File: src/hdl/fds_pkg.sv
// Shared types and constants for the firmware download session block.
// Used by fds_core and firmware_download_session; no dependencies.
package fds_pkg;

  localparam int unsigned PACKET_BYTES = 1024;

  localparam int unsigned WORD_W   = 32;
  localparam int unsigned SEQ_W    = 8;
  localparam int unsigned CMD_W    = 2;
  localparam int unsigned STATUS_W = 3;
  localparam int unsigned CFG_IDX_W = 2;

  // Input beat: tdata holds image_size, seq, write_ok; tuser holds command
  localparam int unsigned IN_DATA_W  = 48;
  localparam int unsigned OUT_DATA_W = 40;

  localparam logic [SEQ_W-1:0]  SEQ_IDLE          = 8'hFF;
  localparam logic [WORD_W-1:0] IMAGE_LIMIT_RESET = 32'd1048576;
  localparam logic [WORD_W-1:0] BASE_ADDR_RESET   = 32'd0;

  localparam logic [CFG_IDX_W-1:0] REG_IMAGE_LIMIT  = 2'd0;
  localparam logic [CFG_IDX_W-1:0] REG_BASE_ADDRESS = 2'd1;

  typedef enum logic [CMD_W-1:0] {
    CMD_START  = 2'd0,
    CMD_PACKET = 2'd1,
    CMD_FINISH = 2'd2,
    CMD_CANCEL = 2'd3
  } cmd_e;

  typedef enum logic [STATUS_W-1:0] {
    ST_OK          = 3'd0,
    ST_TOO_LARGE   = 3'd1,
    ST_NO_SESSION  = 3'd2,
    ST_SEQ_ERROR   = 3'd3,
    ST_WRITE_FAIL  = 3'd4,
    ST_FINISH_REJ  = 3'd5
  } status_e;

  typedef struct packed {
    logic [WORD_W-1:0] total_bytes;
    logic [SEQ_W-1:0]  prev_seq;
    logic [WORD_W-1:0] received_bytes;
    logic [WORD_W-1:0] next_address;
    logic              valid_mark;
  } session_t;

  typedef struct packed {
    logic              image_valid;
    logic [WORD_W-1:0] write_address;
    logic              write_taken;
    logic              erase_request;
    status_e           status;
  } result_t;

endpackage

File: src/hdl/firmware_download_session.sv
// Top level of the firmware download session receiver.
// Depends on fds_pkg and fds_core.
//
// One command beat in, one result beat out. Each accepted command updates the
// session registers at the same clock edge and loads its result into a single
// output register, so the block takes one command per cycle for as long as the
// result side keeps up; the result beat is valid in the cycle after acceptance.
// The output register is the only buffer: s_axis_tready is high whenever it is
// empty or is being drained in the same cycle. The session state (announced
// size, last sequence, received byte count, next flash address, image-valid
// mark) is plain flip-flops; a start, a failed write or a cancel reloads the
// next address from base_address, so a new base takes effect there. Write the
// configuration registers only while no command is in flight. Register index 0
// is image_limit, index 1 is base_address, other indexes are ignored.
module firmware_download_session (
  input  logic                              clk_i,
  input  logic                              rst_ni,
  // command stream
  input  logic                              s_axis_tvalid,
  output logic                              s_axis_tready,
  // [31:0] image_size, [39:32] seq, [40] write_ok, [47:41] zero
  input  logic [fds_pkg::IN_DATA_W-1:0]     s_axis_tdata,
  // [1:0] command
  input  logic [fds_pkg::CMD_W-1:0]         s_axis_tuser,
  // result stream
  output logic                              m_axis_tvalid,
  input  logic                              m_axis_tready,
  // [2:0] status, [3] erase_request, [4] write_taken, [36:5] write_address,
  // [37] image_valid, [39:38] zero
  output logic [fds_pkg::OUT_DATA_W-1:0]    m_axis_tdata,
  // configuration writes
  input  logic                              cfg_we_i,
  input  logic [fds_pkg::CFG_IDX_W-1:0]     cfg_index_i,
  input  logic [fds_pkg::WORD_W-1:0]        cfg_wdata_i
);

  logic [fds_pkg::WORD_W-1:0] image_limit_q;
  logic [fds_pkg::WORD_W-1:0] base_address_q;

  fds_pkg::session_t session_q, session_d;
  fds_pkg::result_t  result_d, result_q;
  logic              out_valid_q;
  logic              accept;

  // Take a new beat when the result register is empty or drains now
  assign s_axis_tready = !out_valid_q || m_axis_tready;
  assign accept        = s_axis_tvalid && s_axis_tready;

  // Configuration registers
  always_ff @(posedge clk_i or negedge rst_ni) begin
    if (!rst_ni) begin
      image_limit_q  <= fds_pkg::IMAGE_LIMIT_RESET;
      base_address_q <= fds_pkg::BASE_ADDR_RESET;
    end else if (cfg_we_i) begin
      unique case (cfg_index_i)
        fds_pkg::REG_IMAGE_LIMIT:  image_limit_q  <= cfg_wdata_i;
        fds_pkg::REG_BASE_ADDRESS: base_address_q <= cfg_wdata_i;
        default: begin
          image_limit_q <= image_limit_q;
        end
      endcase
    end
  end

  fds_core u_core (
    .state_i        (session_q),
    .command_i      (fds_pkg::cmd_e'(s_axis_tuser)),
    .image_size_i   (s_axis_tdata[31:0]),
    .seq_i          (s_axis_tdata[39:32]),
    .write_ok_i     (s_axis_tdata[40]),
    .image_limit_i  (image_limit_q),
    .base_address_i (base_address_q),
    .state_o        (session_d),
    .result_o       (result_d)
  );

  // Session state: advance on every accepted command
  always_ff @(posedge clk_i or negedge rst_ni) begin
    if (!rst_ni) begin
      session_q.total_bytes    <= '0;
      session_q.prev_seq       <= fds_pkg::SEQ_IDLE;
      session_q.received_bytes <= '0;
      session_q.next_address   <= fds_pkg::BASE_ADDR_RESET;
      session_q.valid_mark     <= 1'b0;
    end else if (accept) begin
      session_q <= session_d;
    end
  end

  // Result register: hold until the beat is taken
  always_ff @(posedge clk_i or negedge rst_ni) begin
    if (!rst_ni) begin
      out_valid_q <= 1'b0;
    end else if (accept) begin
      out_valid_q <= 1'b1;
    end else if (m_axis_tready) begin
      out_valid_q <= 1'b0;
    end
  end

  always_ff @(posedge clk_i) begin
    if (accept) begin
      result_q <= result_d;
    end
  end

  assign m_axis_tvalid = out_valid_q;
  assign m_axis_tdata  = {2'b00, result_q.image_valid, result_q.write_address,
                          result_q.write_taken, result_q.erase_request,
                          result_q.status};

endmodule

File: src/hdl/fds_core.sv
// Command decode and next-session logic for one command beat.
// Depends on fds_pkg.
module fds_core (
  input  fds_pkg::session_t             state_i,
  input  fds_pkg::cmd_e                 command_i,
  input  logic [fds_pkg::WORD_W-1:0]    image_size_i,
  input  logic [fds_pkg::SEQ_W-1:0]     seq_i,
  input  logic                          write_ok_i,
  input  logic [fds_pkg::WORD_W-1:0]    image_limit_i,
  input  logic [fds_pkg::WORD_W-1:0]    base_address_i,
  output fds_pkg::session_t             state_o,
  output fds_pkg::result_t              result_o
);

  fds_pkg::session_t         closed;
  logic                      open;
  logic [fds_pkg::WORD_W:0]  rx_sum;
  logic [fds_pkg::WORD_W-1:0] rx_next;
  logic [fds_pkg::WORD_W-1:0] rx_excess;
  logic                      finish_ok;

  always_comb begin
    closed                = state_i;
    closed.total_bytes    = '0;
    closed.prev_seq       = fds_pkg::SEQ_IDLE;
    closed.received_bytes = '0;
    closed.next_address   = base_address_i;
  end

  assign open      = (state_i.total_bytes != '0);
  assign rx_sum    = {1'b0, state_i.received_bytes}
                   + (fds_pkg::WORD_W+1)'(fds_pkg::PACKET_BYTES);
  // saturate the byte count
  assign rx_next   = rx_sum[fds_pkg::WORD_W] ? '1 : rx_sum[fds_pkg::WORD_W-1:0];
  assign rx_excess = state_i.received_bytes - state_i.total_bytes;
  assign finish_ok = open && (seq_i == state_i.prev_seq)
                   && (state_i.received_bytes >= state_i.total_bytes)
                   && (rx_excess < fds_pkg::WORD_W'(fds_pkg::PACKET_BYTES));

  always_comb begin
    state_o                = state_i;
    result_o.status        = fds_pkg::ST_OK;
    result_o.erase_request = 1'b0;
    result_o.write_taken   = 1'b0;
    result_o.write_address = '0;
    unique case (command_i)
      fds_pkg::CMD_START: begin
        if (image_size_i > image_limit_i) begin
          result_o.status = fds_pkg::ST_TOO_LARGE;
        end else begin
          result_o.erase_request = 1'b1;
          state_o                = closed;
          state_o.total_bytes    = image_size_i;
          state_o.valid_mark     = 1'b0;
        end
      end
      fds_pkg::CMD_PACKET: begin
        if (!open) begin
          result_o.status = fds_pkg::ST_NO_SESSION;
        end else if (seq_i == state_i.prev_seq + 8'd1) begin
          result_o.write_taken   = 1'b1;
          result_o.write_address = state_i.next_address;
          if (write_ok_i) begin
            state_o.prev_seq       = seq_i;
            state_o.received_bytes = rx_next;
            state_o.next_address   = state_i.next_address
                                   + fds_pkg::WORD_W'(fds_pkg::PACKET_BYTES);
          end else begin
            state_o         = closed;
            result_o.status = fds_pkg::ST_WRITE_FAIL;
          end
        end else if (seq_i != state_i.prev_seq) begin
          result_o.status = fds_pkg::ST_SEQ_ERROR;
        end
      end
      fds_pkg::CMD_FINISH: begin
        if (finish_ok) begin
          state_o.valid_mark = 1'b1;
        end else begin
          result_o.status = fds_pkg::ST_FINISH_REJ;
        end
      end
      fds_pkg::CMD_CANCEL: begin
        state_o = closed;
      end
      default: begin
        state_o = state_i;
      end
    endcase
    result_o.image_valid = state_o.valid_mark;
  end

endmodule

File: config.mk
export PLATFORM = sky130hd
export DESIGN_NAME = firmware_download_session
export DESIGN_NICKNAME = d
export VERILOG_FILES = /design/src/hdl/fds_pkg.sv /design/src/hdl/firmware_download_session.sv /design/src/hdl/fds_core.sv
export SDC_FILE = /design/constraint.sdc
export NUM_CORES = 1
export LEC_CHECK = 0
export CAP_MARGIN = 10
export CORE_AREA = 4 4 190 192
export CTS_CLUSTER_DIAMETER = 80
export DETAILED_ROUTE_END_ITERATION = 10
export DIE_AREA = 0 0 194 196
export DONT_BUFFER_PORTS = 1
export PLACE_DENSITY_LB_ADDON = 0.15
export SKIP_CTS_REPAIR_TIMING = 1
export SLEW_MARGIN = 0
export SYNTH_ARGS = -nofsm -noshare
export SYNTH_HDL_FRONTEND = slang
export SYNTH_SLANG_ARGS = --single-unit
File: constraint.sdc
create_clock -name clk_i -period 3.3 [get_ports clk_i]
set_input_delay 0.495 -clock clk_i [delete_from_list [all_inputs] [get_ports clk_i]]
set_output_delay 0.495 -clock clk_i [all_outputs]
set_load 0.02 [all_outputs]
* Yosys cells after proc, flatten, opt, wreduce, memory -nomap -nowiden *
Cells that the tools add are included.

operators by class
  add/sub/neg operators = 4
  multiply operators = 0
  divide/modulo/power cells = 0
  order comparisons = 3
  equality and inequality tests = 11
  shift operators = 0
  mux-type cells = 20
  bitwise operators = 0
  reduce and logical (&&, ||, !) cells = 17

operators by type and width
  kind                      number
  $mux W105                 3
  $pmux W104 S3             1
  $mux W72                  1
  $mux W32                  2
  $add A32 B11 Y33 const B  1
  $add A32 B11 Y32 const B  1
  $ge A32 B32 Y1            1
  $gt A32 B32 Y1            1
  $lt A32 B11 Y1 const B    1
  $reduce_bool A32 Y1       1
  $sub A32 B32 Y32          1
  $eq A8 B8 Y1              2
  $mux W3                   4
  $pmux W3 S3               1
  $add A8 B1 Y8 const B     1
  $ne A8 B8 Y1              1
  $mux W1                   6
  $reduce_and A2 Y1         3
  $reduce_and A6 Y1         1
  $reduce_and A5 Y1         1
  $eq A2 B1 Y1 const B      2
  $eq A2 B2 Y1 const B      2
  $logic_and A1 B1 Y1       4
  $logic_not A2 Y1          2
  9 further kinds           11

storage, ports and cells
  register bits = 208
  latch bits = 0
  memory bits (writable) = 0
  bits in read-only memories = 0
  input port bits = 89
  memories kept = 0

* Depth between registers and ports, before layout *
Gate-level depths: netlist of the first run.

  depth in word-level cells = 6
  gate-level depth with buffers = 13

* By module *
A second synthesis of the first run with hierarchy kept.

unflattened totals
  cell total of the unflattened synthesis = 1,395
  area, all modules = 13,543.0 sq um

modules (own cells, without submodules)
  module                     instances  cells an instance  area an instance (sq um)  sequential area each (sq um)
  firmware_download_session  1          403                7,673.6                   5,406.4
  fds_core                   1          992                5,869.4                   0.0

* Least setup slack after synthesis of the first run *
Ideal clock, no wire load.

  path type = reg-to-reg
  from = register session_q[41] in the netlist's numbering
  to = register result_q (netlist bit m_axis_tdata[0]), data pin
  arrival time = 2,709 ps
  slack = 323 ps
  cell stages (with the launch flop) = 11
  path buffers = 0
  period minus slack after synthesis = 2,977 ps
  cell sequence = dfrtp_1 -> ha_1 -> a211o_1 -> a21oi_2 -> a41oi_4 -> a21oi_2 -> o31a_1 -> mux2i_1 -> nand4_1 -> nor4_2 -> o22ai_1

RTL lines
  element                 line                              source
  from (decl)             firmware_download_session.sv:40   fds_pkg::session_t session_q, session_d;
  from (signal assigned)  firmware_download_session.sv:86   session_q <= session_d;
  to (signal assigned)    firmware_download_session.sv:103  result_q <= result_d;
  to (decl)               firmware_download_session.sv:41   fds_pkg::result_t result_d, result_q;

==> results of run 1 <==
## power breakdown
group	switching [mW]	internal, mW	total (mW)
Clock	1.04	1.00	2.04
Combinational	1.33	1.00	2.33
Sequential	0.355	2.93	3.28
Total	2.73	4.93	7.66
## synthesized netlist by cell type, types with 23 or more instances
cell	instances
nor2_1	69
a21o_1	25
nand3_1	33
and2_1	35
o21ai_0	130
o21ai_1	65
dfrtp_1	152
edfxtp_1	38
nand4_1	31
mux2_2	34
a21oi_1	94
nor3_1	23
nand2_1	136
inv_1	85
clkbuf_1	42
ha_1	67
## worst min path at each step
| stage | end | slack [ns] | cells past startpoint |
|---|---|---|---|
| after floorplan | base_address_q[0] | 0.20 | 0 |
| after global routing | session_q[75] | -0.30 | 0 |
| final | base_address_q[6] | -0.25 | 0 |
| after global placement | base_address_q[6] | 0.20 | 0 |
| after CTS | session_q[75] | -0.29 | 0 |
| after detailed placement | base_address_q[6] | 0.20 | 0 |
## per-layer routing
| layer | share of wire | vias up | global-route usage | wire length (um) |
|---|---|---|---|---|
| met3 | 0.070 | 16 | 0.0546 | 2470 |
| li1 | - | 4802 | - | - |
| met1 | 0.46 | 4801 | 0.254 | 16400 |
| met4 | 0.0057 | 0 | 0.0305 | 204 |
| met5 | 0 | - | 0 | 0 |
| met2 | 0.46 | 239 | 0.290 | 16400 |
## flip-flops by register name, indices dropped and copies added, names as in the netlist
register / flops
base_address_q: 32
image_limit_q: 32
m_axis_tdata: 38
m_axis_tvalid: 1
session_q: 96
## metrics by stage
step | power (mW) | instances | cell area (sq um) | hold slack (ns)
global route | 8.16 | 1804 | 13600 | -0.298
floorplan | 4.83 | 1319 | 12000 | 0.199
detailed placement | 5.50 | 1767 | 12800 | 0.204
CTS | 7.58 | 1799 | 13300 | -0.289
global placement | 5.47 | 1767 | 12800 | 0.205
finish | 7.66 | 1805 | 13600 | -0.255
## cell type report
cell class / count / area, sq um / share of cell area
diodes: 1 / 2.50 / 0.000184
clock buffers: 17 / 425 / 0.0312
multi-input cells: 962 / 6410 / 0.470
flip-flops and latches: 199 / 5180 / 0.380
repair buffers: 71 / 591 / 0.0433
clock inverters: 15 / 136 / 0.0100
inverters: 85 / 319 / 0.0234
well taps: 455 / 569 / 0.0417
## critical path: stages (launching register included)
cell and delay (ns):
dfrtp_1 0.42, buf_6 0.15, ha_4 0.25, a211o_1 0.33
a21oi_4 0.19, a41oi_4 0.17, buf_4 0.18, nor2_1 0.11
o2bb2ai_2 0.07, nor4_2 0.34, nand4_1 0.21, nor4_4 0.31
buf_4 0.21, o22ai_1 0.07
## layout by cell type, fill, tap and decap left out, drive strengths merged, types with 25 or more instances in the layout
cell    Yosys  layout
o21ai     196     196
dfrtp     152     152
nand2     138     138
a21oi     101     101
inv        85      93
buf        31      71
nor2       69      69
ha         67      67
edfxtp     38      38
and2       35      35
mux2       34      34
nand3      33      33
nand4      32      32
a21o       25      25
## cell families after synthesis
group	after synthesis	share of synthesized area
AO/OA/AOI/OAI	449	0.232
AND/OR/NAND/NOR	391	0.163
flip-flops	199	0.433
buffers and inverters	158	0.0546
adder cells (fa/ha/maj)	67	0.0701
multiplexers	38	0.0354
XOR/XNOR	15	0.0110
other	1	0.000314
==> flow_metrics.py, run 1 <==
metrics = {
    "run_status": {
        "outcome": "complete, but fails checks",
        "violations": "hold timing",
    },
    "clocking": {
        "cts_tree": "built",
        "cts-htree-levels": 4,
        "clk_path_buf_depth": 2,
        "cts_buffers": 17,
        "cts_root_buffer": "clkbuf_16",
        "clkTransAtPathRegs_ns": 0.08,
        "cts_num_sinks": 199,
        "clock_latency_ns": 0.45,
    },
    "sta": {
        "rsz0062_at_grt": "yes",
        "tightestPinTransition_ns": 0.866,
        "max-slew-margin-rel": 0.421,
        "timing.fmax_ghz": 0.304,
        "hold-worst-slack_ns": -0.255,
        "hold_viol": 152,
        "fin_tns_setup_ns": 0,
        "period_minus_slack_ns": 3.29,
        "setup_viol": 0,
        "slew_viol_final": 0,
        "fin_crit_sh": 0.996,
        "setup_slack_ns": 0.0139,
        "skew_ns": 0.0149,
    },
    "critical_path": {
        "worst-r2r-cell-count": 13,
        "crit_required_ns": 3.48,
        "path_max_fanout": 5,
        "worstSetupEndpoint": "m_axis_tdata[0]",
        "timing.rr.end": "m_axis_tdata[0]",
        "r2r_slack_ns": 0.01,
        "startpoint_type": "flop",
        "setup.worst_path.class": "reg2reg",
        "worstSetupEndpointType": "flop",
        "r2r-start": "session_q[41]",
        "worst_ep_arrival_time_ns": 3.47,
        "startpoint": "session_q[41]",
    },
    "floorplanning": {
        "die_w_um": 194,
        "die-area_sq_um": 38000,
        "chipHeight_um": 196,
        "ios": 131,
        "initial_utilization": 0.348,
        "rows": 68,
        "core_area_sq_um": 34400,
    },
    "detailed_routing": {
        "drt_iter0_drc": 636,
        "viasPerCell": 5.46,
        "antenna_left": 0,
        "vias": 9858,
        "dr.pass1.iters": 5,
        "wire_per_inst_um": 19.7,
        "routed_wl_um": 35500,
        "drc": 0,
    },
    "logic_synthesis": {
        "ys_ff_latch": 199,
        "synth_area_sq_um": 12000,
        "async_reset_ff_frac": 0.809,
        "ys_types": 85,
        "seq_area_frac_synth": 0.433,
        "synth.avg_cell_area_sq_um": 9.07,
        "syn_inst": 1318,
        "yosys.area.top_type": "dfrtp_1",
        "synth_edf_count": 38,
        "synth_top_area_share": 0.318,
        "yosys_warnings": 0,
        "ys.flop_type": "dfrtp_1",
        "synth_area_leaders": "dfrtp_1, edfxtp_1, ha_1",
    },
    "cells_and_area": {
        "n_fill_cell": 3512,
        "final_util": 0.397,
        "layout-drive-gt1-share": 0.153,
        "nNetsFinal": 1492,
        "area_delta_synth_final_pct": 14.1,
    },
    "placement": {
        "pre_cts_slack_ns": -0.165,
        "numPortBuffers": 0,
        "routabilityCongestion": 0.876,
        "dpl.hpwl_um": 26400,
    },
    "global_routing": {
        "grt_pass1_wl_um": 55700,
        "first_global_vias": 9598,
        "grt_max_degree": 162,
        "grt-ovfl-total": 0,
        "track_usage": 0.183,
        "antenna_found_initial": 0,
    },
    "pwr": {
        "ir_drop_mv": 0.334,
        "power.leakage_nw": 5.76,
        "power_density_nw_per_um2": 562,
    },
    "min_path": {
        "hold_class": "in2async",
    },
    "job": {
        "drv_cap": 0,
    },
}
Note: power is estimated with default switching activity, not from simulation.
==> inputs of run 2 (changes only) <==
--- a/config.mk
+++ b/config.mk
@@ -6,10 +6,11 @@
 export NUM_CORES = 1
 export LEC_CHECK = 0
 export CAP_MARGIN = 10
-export CORE_AREA = 4 4 190 192
+export CORE_AREA = 4 4 168 170
+export CTS_BUF_LIST = sky130_fd_sc_hd__clkbuf_16
 export CTS_CLUSTER_DIAMETER = 80
 export DETAILED_ROUTE_END_ITERATION = 10
-export DIE_AREA = 0 0 194 196
+export DIE_AREA = 0 0 172 174
 export DONT_BUFFER_PORTS = 1
 export PLACE_DENSITY_LB_ADDON = 0.15
 export SKIP_CTS_REPAIR_TIMING = 1
==> run 2 against run 1 <==
Compared with the run above: the flow still finishes with violations (hold timing); total power rose by 2.1%; routed wire length fell by 6.6%; worst hold slack improved by 0.023 ns; non-clock buffer count fell by 4; maximum frequency rose by 1.2%.
==> flow_metrics.py, run 2 (synthesis gave the netlist of run 1 again) <==
metrics = {
    "pwr": {
        "power.leakage_nw": 5.79,
        "power_density_nw_per_um2": 575,
        "ir_drop_mv": 0.327,
    },
    "global_routing": {
        "grt_pass1_wl_um": 51700,
        "first_global_vias": 9318,
        "met1_usage": 0.303,
        "grt_use_met2": 0.330,
        "grt-ovfl-total": 0,
        "track_usage": 0.217,
        "grt_use_met3": 0.0791,
        "grt-busiest-layer": "met2",
        "grt_max_degree": 162,
        "antenna_found_initial": 0,
    },
    "detailed_routing": {
        "antenna_left": 0,
        "viasPerCell": 5.86,
        "drt_iter0_drc": 844,
        "routed_wl_um": 33200,
        "vias": 9877,
        "drc": 0,
        "wire_per_inst_um": 19.7,
        "dr.pass1.iters": 5,
    },
    "cells_and_area": {
        "antenna_cells": 0,
        "layout_commonest_cell": "dfrtp_1",
        "layout-drive-gt1-share": 0.154,
        "nNetsFinal": 1488,
        "area_delta_synth_final_pct": 13.8,
        "largest_reg_flops": 96,
        "final_util": 0.509,
        "top_register": "session_q",
        "final_cell_mix": "dfrtp_1, nand2_1, o21ai_0",
    },
    "sta": {
        "hold_viol": 160,
        "setup_slack_ns": 0.0529,
        "period_minus_slack_ns": 3.25,
        "fin_tns_setup_ns": 0,
        "skew_ns": 0.0197,
        "tightestPinTransition_ns": 0.853,
        "hold-worst-slack_ns": -0.232,
        "setup_viol": 0,
        "max-slew-margin-rel": 0.431,
        "slew_viol_final": 0,
        "timing.fmax_ghz": 0.308,
        "fin_crit_sh": 0.984,
    },
    "clocking": {
        "cts_root_buffer": "clkbuf_16",
        "clk_path_buf_depth": 2,
        "cts_buffers": 17,
        "clock_latency_ns": 0.44,
        "cts_num_sinks": 199,
        "cts_tree": "built",
        "cts-htree-levels": 4,
        "clkTransAtPathRegs_ns": 0.09,
    },
    "placement": {
        "dpl.hpwl_um": 24600,
        "pre_cts_slack_ns": -0.0526,
        "numPortBuffers": 0,
        "routabilityCongestion": 0.909,
    },
    "critical_path": {
        "timing.rr.end": "m_axis_tdata[37]",
        "setup.worst_path.class": "reg2reg",
        "r2r-start": "session_q[41]",
        "worstSetupEndpointType": "flop",
        "r2r_slack_ns": 0.05,
        "worst_ep_arrival_time_ns": 3.43,
        "path_max_fanout": 5,
        "worst-r2r-cell-count": 14,
        "startpoint_type": "flop",
        "crit_required_ns": 3.49,
    },
    "job": {
        "drv_cap": 0,
    },
    "run_status": {
        "violations": "hold timing",
        "outcome": "complete, but fails checks",
    },
    "floorplanning": {
        "chipHeight_um": 174,
        "core_area_sq_um": 26700,
        "rows": 60,
        "die-area_sq_um": 29900,
        "initial_utilization": 0.447,
        "die_w_um": 172,
        "ios": 131,
    },
    "min_path": {
        "hold_class": "in2async",
    },
}
==> run 2: cell count changes in the layout (fill, tap and decap cells not counted), sizes merged <==
cell	delta
bufinv	+1
clkinv	-1
diode	-1
buf	-4
==> run 2: area by class of cell <==
type / instances / area [sq um]
multi-input combinational: 962 / 6420
inverter: 85 / 319
sequential: 199 / 5180
clock inverter: 15 / 220
clock buffer: 17 / 425
tap: 341 / 427
timing repair buffer: 67 / 601
fill: 2500 / 13100
==> run 2: stage by stage <==
stage / std cells / power, mW / hold WS [ns] / instance area [sq um]
3_5_place_dp: 1651 / 5.46 / 0.210 / 12600
4_1_cts: 1683 / 7.70 / -0.266 / 13300
5_1_grt: 1686 / 8.33 / -0.261 / 13600
3_3_place_gp: 1651 / 5.42 / 0.211 / 12600
2_1_floorplan: 1319 / 4.83 / 0.199 / 12000
6_report: 1686 / 7.82 / -0.232 / 13600
==> run 2: metal layers <==
layer	wire, um	share of wire	up-vias
li1	-	-	4799
met1	14600	0.44	4756
met2	15400	0.46	299
met3	2930	0.088	23
met4	275	0.0083	0
met5	0	0	-
==> run 2: worst max-delay path, cell delays in order (launching register included) <==
cell and delay (ns):
dfrtp_2 0.46, buf_8 0.16, ha_4 0.26, nor2b_4 0.18, buf_6 0.12, o21bai_4 0.07, a41oi_4 0.31, a21oi_4 0.11
o31a_1 0.33, buf_4 0.17, o22a_1 0.21, o22ai_2 0.19, nor4_4 0.05, buf_6 0.14, a31o_1 0.21
==> run 2: how the worst max path moves through the flow <==
stage | start | endpoint | slack [ns]
2_1_floorplan | session_q[41] | m_axis_tdata[0] | 0.32
4_1_cts | session_q[41] | m_axis_tdata[2] | -0.08
3_3_place_gp | session_q[41] | m_axis_tdata[2] | -0.05
5_1_grt | session_q[41] | m_axis_tdata[37] | -0.04
6_report | session_q[41] | m_axis_tdata[37] | 0.05
3_5_place_dp | session_q[41] | m_axis_tdata[2] | -0.05
==> run 2: power breakdown <==
part | internal [mW] | switching [mW] | total (mW)
clock | 1.12 | 1.10 | 2.22
sequential | 2.93 | 0.345 | 3.27
combinational | 0.993 | 1.33 | 2.32
==> inputs of run 3 (changes only) <==
--- a/config.mk
+++ b/config.mk
@@ -12,9 +12,9 @@
 export DETAILED_ROUTE_END_ITERATION = 10
 export DIE_AREA = 0 0 172 174
 export DONT_BUFFER_PORTS = 1
-export PLACE_DENSITY_LB_ADDON = 0.15
+export PLACE_DENSITY = 0.61
 export SKIP_CTS_REPAIR_TIMING = 1
-export SLEW_MARGIN = 0
+export SLEW_MARGIN = 25
 export SYNTH_ARGS = -nofsm -noshare
 export SYNTH_HDL_FRONTEND = slang
 export SYNTH_SLANG_ARGS = --single-unit
==> run 3 against run 2 <==
Compared with the run above: the run still ends with hold timing left; register-to-register slack better by 0.04 ns; sequential share of layout area is 0.41 points higher; critical path type unchanged; clock skew is 0.0044 ns lower; clock power is 5% lower; critical endpoint is now m_axis_tdata[2].
==> flow_metrics.py, run 3 (synthesis gave the netlist of run 1 again) <==
metrics = {
    "sta": {
        "skew_ns": 0.0153,
        "setup_viol": 0,
        "tightestPinTransition_ns": 0.842,
        "hold_viol": 160,
        "rsz0062_at_grt": "yes",
        "setup_slack_ns": 0.0882,
        "timing.fmax_ghz": 0.311,
        "slew_viol_final": 0,
        "hold-worst-slack_ns": -0.232,
        "max-slew-margin-rel": 0.437,
        "fin_crit_sh": 0.973,
        "period_minus_slack_ns": 3.21,
    },
    "critical_path": {
        "path_cells": "ha_1 > a211o_1 > a21oi_4 > nor2b_1 > nor3_1 > mux2i_1 > o2111a_1 > nand4_1 > nor4_4 > buf_4 > o22ai_1",
        "worst_ep_arrival_time_ns": 3.39,
        "crit_required_ns": 3.48,
        "crit_slowest_cell": "dfrtp_1",
        "cp_num_buf_inv": 1,
        "critPathTopFamily": "compound AO/OA/AOI/OAI gates",
        "path_max_fanout": 5,
        "cp.depth": 11,
        "worst-r2r-cell-count": 11,
        "startpoint_type": "flop",
        "worstSetupEndpointType": "flop",
        "setup.worst_path.class": "reg2reg",
        "critPathMaxStageDelay_ns": 0.41,
    },
    "job": {
        "drv_cap": 0,
    },
    "cells_and_area": {
        "largest_reg_flops": 96,
        "area_delta_synth_final_pct": 12.5,
        "layout-drive-gt1-share": 0.145,
        "n_fill_cell": 2519,
        "top_register": "session_q",
        "multi_input_area_sq_um": 6390,
        "final_util": 0.503,
        "stdcell_count": 1680,
        "final_cell_mix": "dfrtp_1, nand2_1, o21ai_0",
        "antenna_cells": 0,
        "nNetsFinal": 1482,
        "ff_latch_area_sq_um": 5180,
        "layout_commonest_cell": "dfrtp_1",
    },
    "floorplanning": {
        "chipHeight_um": 174,
        "initial_utilization": 0.447,
        "die_w_um": 172,
        "core_area_sq_um": 26700,
        "rows": 60,
        "die-area_sq_um": 29900,
        "ios": 131,
    },
    "clocking": {
        "clock_latency_ns": 0.44,
        "cts-htree-levels": 4,
        "cts_tree": "built",
        "clkTransAtPathRegs_ns": 0.08,
        "clk_path_buf_depth": 2,
        "cts_buffers": 17,
        "cts_root_buffer": "clkbuf_16",
        "cts_num_sinks": 199,
    },
    "min_path": {
        "hold_class": "in2async",
    },
    "global_routing": {
        "grt_pass1_wl_um": 51700,
        "grt_max_degree": 162,
        "antenna_found_initial": 0,
        "grt-ovfl-total": 0,
        "track_usage": 0.215,
        "first_global_vias": 9454,
    },
    "detailed_routing": {
        "antenna_left": 0,
        "drt-met1-wl_um": 14500,
        "routed_wl_um": 32600,
        "wire_per_inst_um": 19.4,
        "dr_wl_met3_um": 2770,
        "viasPerCell": 5.91,
        "drt_iter0_drc": 692,
        "highest_layer": "met4",
        "drc": 0,
        "dr.pass1.iters": 5,
        "vias": 9928,
        "wl_met2_um": 15000,
    },
    "run_status": {
        "outcome": "complete, but fails checks",
        "violations": "hold timing",
    },
    "placement": {
        "numPortBuffers": 0,
        "dp_cells": 1638,
        "routabilityCongestion": 0.938,
        "dpl.hpwl_um": 24000,
        "pre_cts_slack_ns": -0.0649,
    },
    "pwr": {
        "ir_drop_mv": 0.360,
        "power_density_nw_per_um2": 570,
        "p_total_mw": 7.67,
        "power.leakage_nw": 5.72,
    },
}
[run 3: cell types whose count changed in the layout (fill, tap and decap cells not counted), sizes merged]
| cell | before | now |
|---|---|---|
| buf | 67 | 61 |
| bufinv | 1 | 0 |
| clkinv | 6 | 11 |
| clkinvlp | 0 | 1 |
| inv | 93 | 88 |
[run 3: routing by layer]
layer	global-route usage	up-vias
met5	0	-
met4	0.0396	0
met3	0.0719	36
met2	0.328	287
met1	0.302	4809
li1	-	4796
[run 3: through the flow]
stage                     TNS, ns  hold WS (ns)  cell area (sq um)
after floorplan                 0         0.199              12000
after global placement    -0.0830         0.214              12500
after detailed placement   -0.127         0.212              12500
after CTS                  -0.237        -0.263              13100
after global routing       -0.404        -0.267              13500
final                           0        -0.232              13500
[run 3: layout make-up]
cell class | instances | share of cell area
clock buffers | 17 | 0.0316
repair buffers | 61 | 0.0390
inverters | 85 | 0.0237
clock inverters | 15 | 0.0138
flip-flops and latches | 199 | 0.385
multi-input cells | 962 | 0.475
well taps | 341 | 0.0317
[run 3: final timing paths]
kind | end | slack, ns | from
max | m_axis_tdata[2] | 0.09 | session_q[41]
max reg2reg | m_axis_tdata[2] | 0.09 | session_q[41]
min in group clk_i | m_axis_tvalid | 0.17 | s_axis_tvalid
min | m_axis_tvalid | -0.23 | rst_ni
max in group asynchronous | image_limit_q[20] | 3.20 | rst_ni
min reg2reg | session_q[67] | 0.49 | session_q[67]
[run 3: worst register-to-register path: cells and delay by family (launching register included)]
kind,cells,cell delay (ns)
AND/OR/NAND/NOR,4,0.85
buffers and inverters,1,0.19
multiplexers,1,0.28
AO/OA/AOI/OAI,4,0.87
adder cells (fa/ha/maj),1,0.37
flip-flops,1,0.41
[run 3: power breakdown]
part	switching [mW]	total, mW	internal [mW]
Combinational	1.30	2.27	0.973
Clock	1.09	2.11	1.03
Sequential	0.355	3.28	2.93
Total	2.74	7.67	4.93
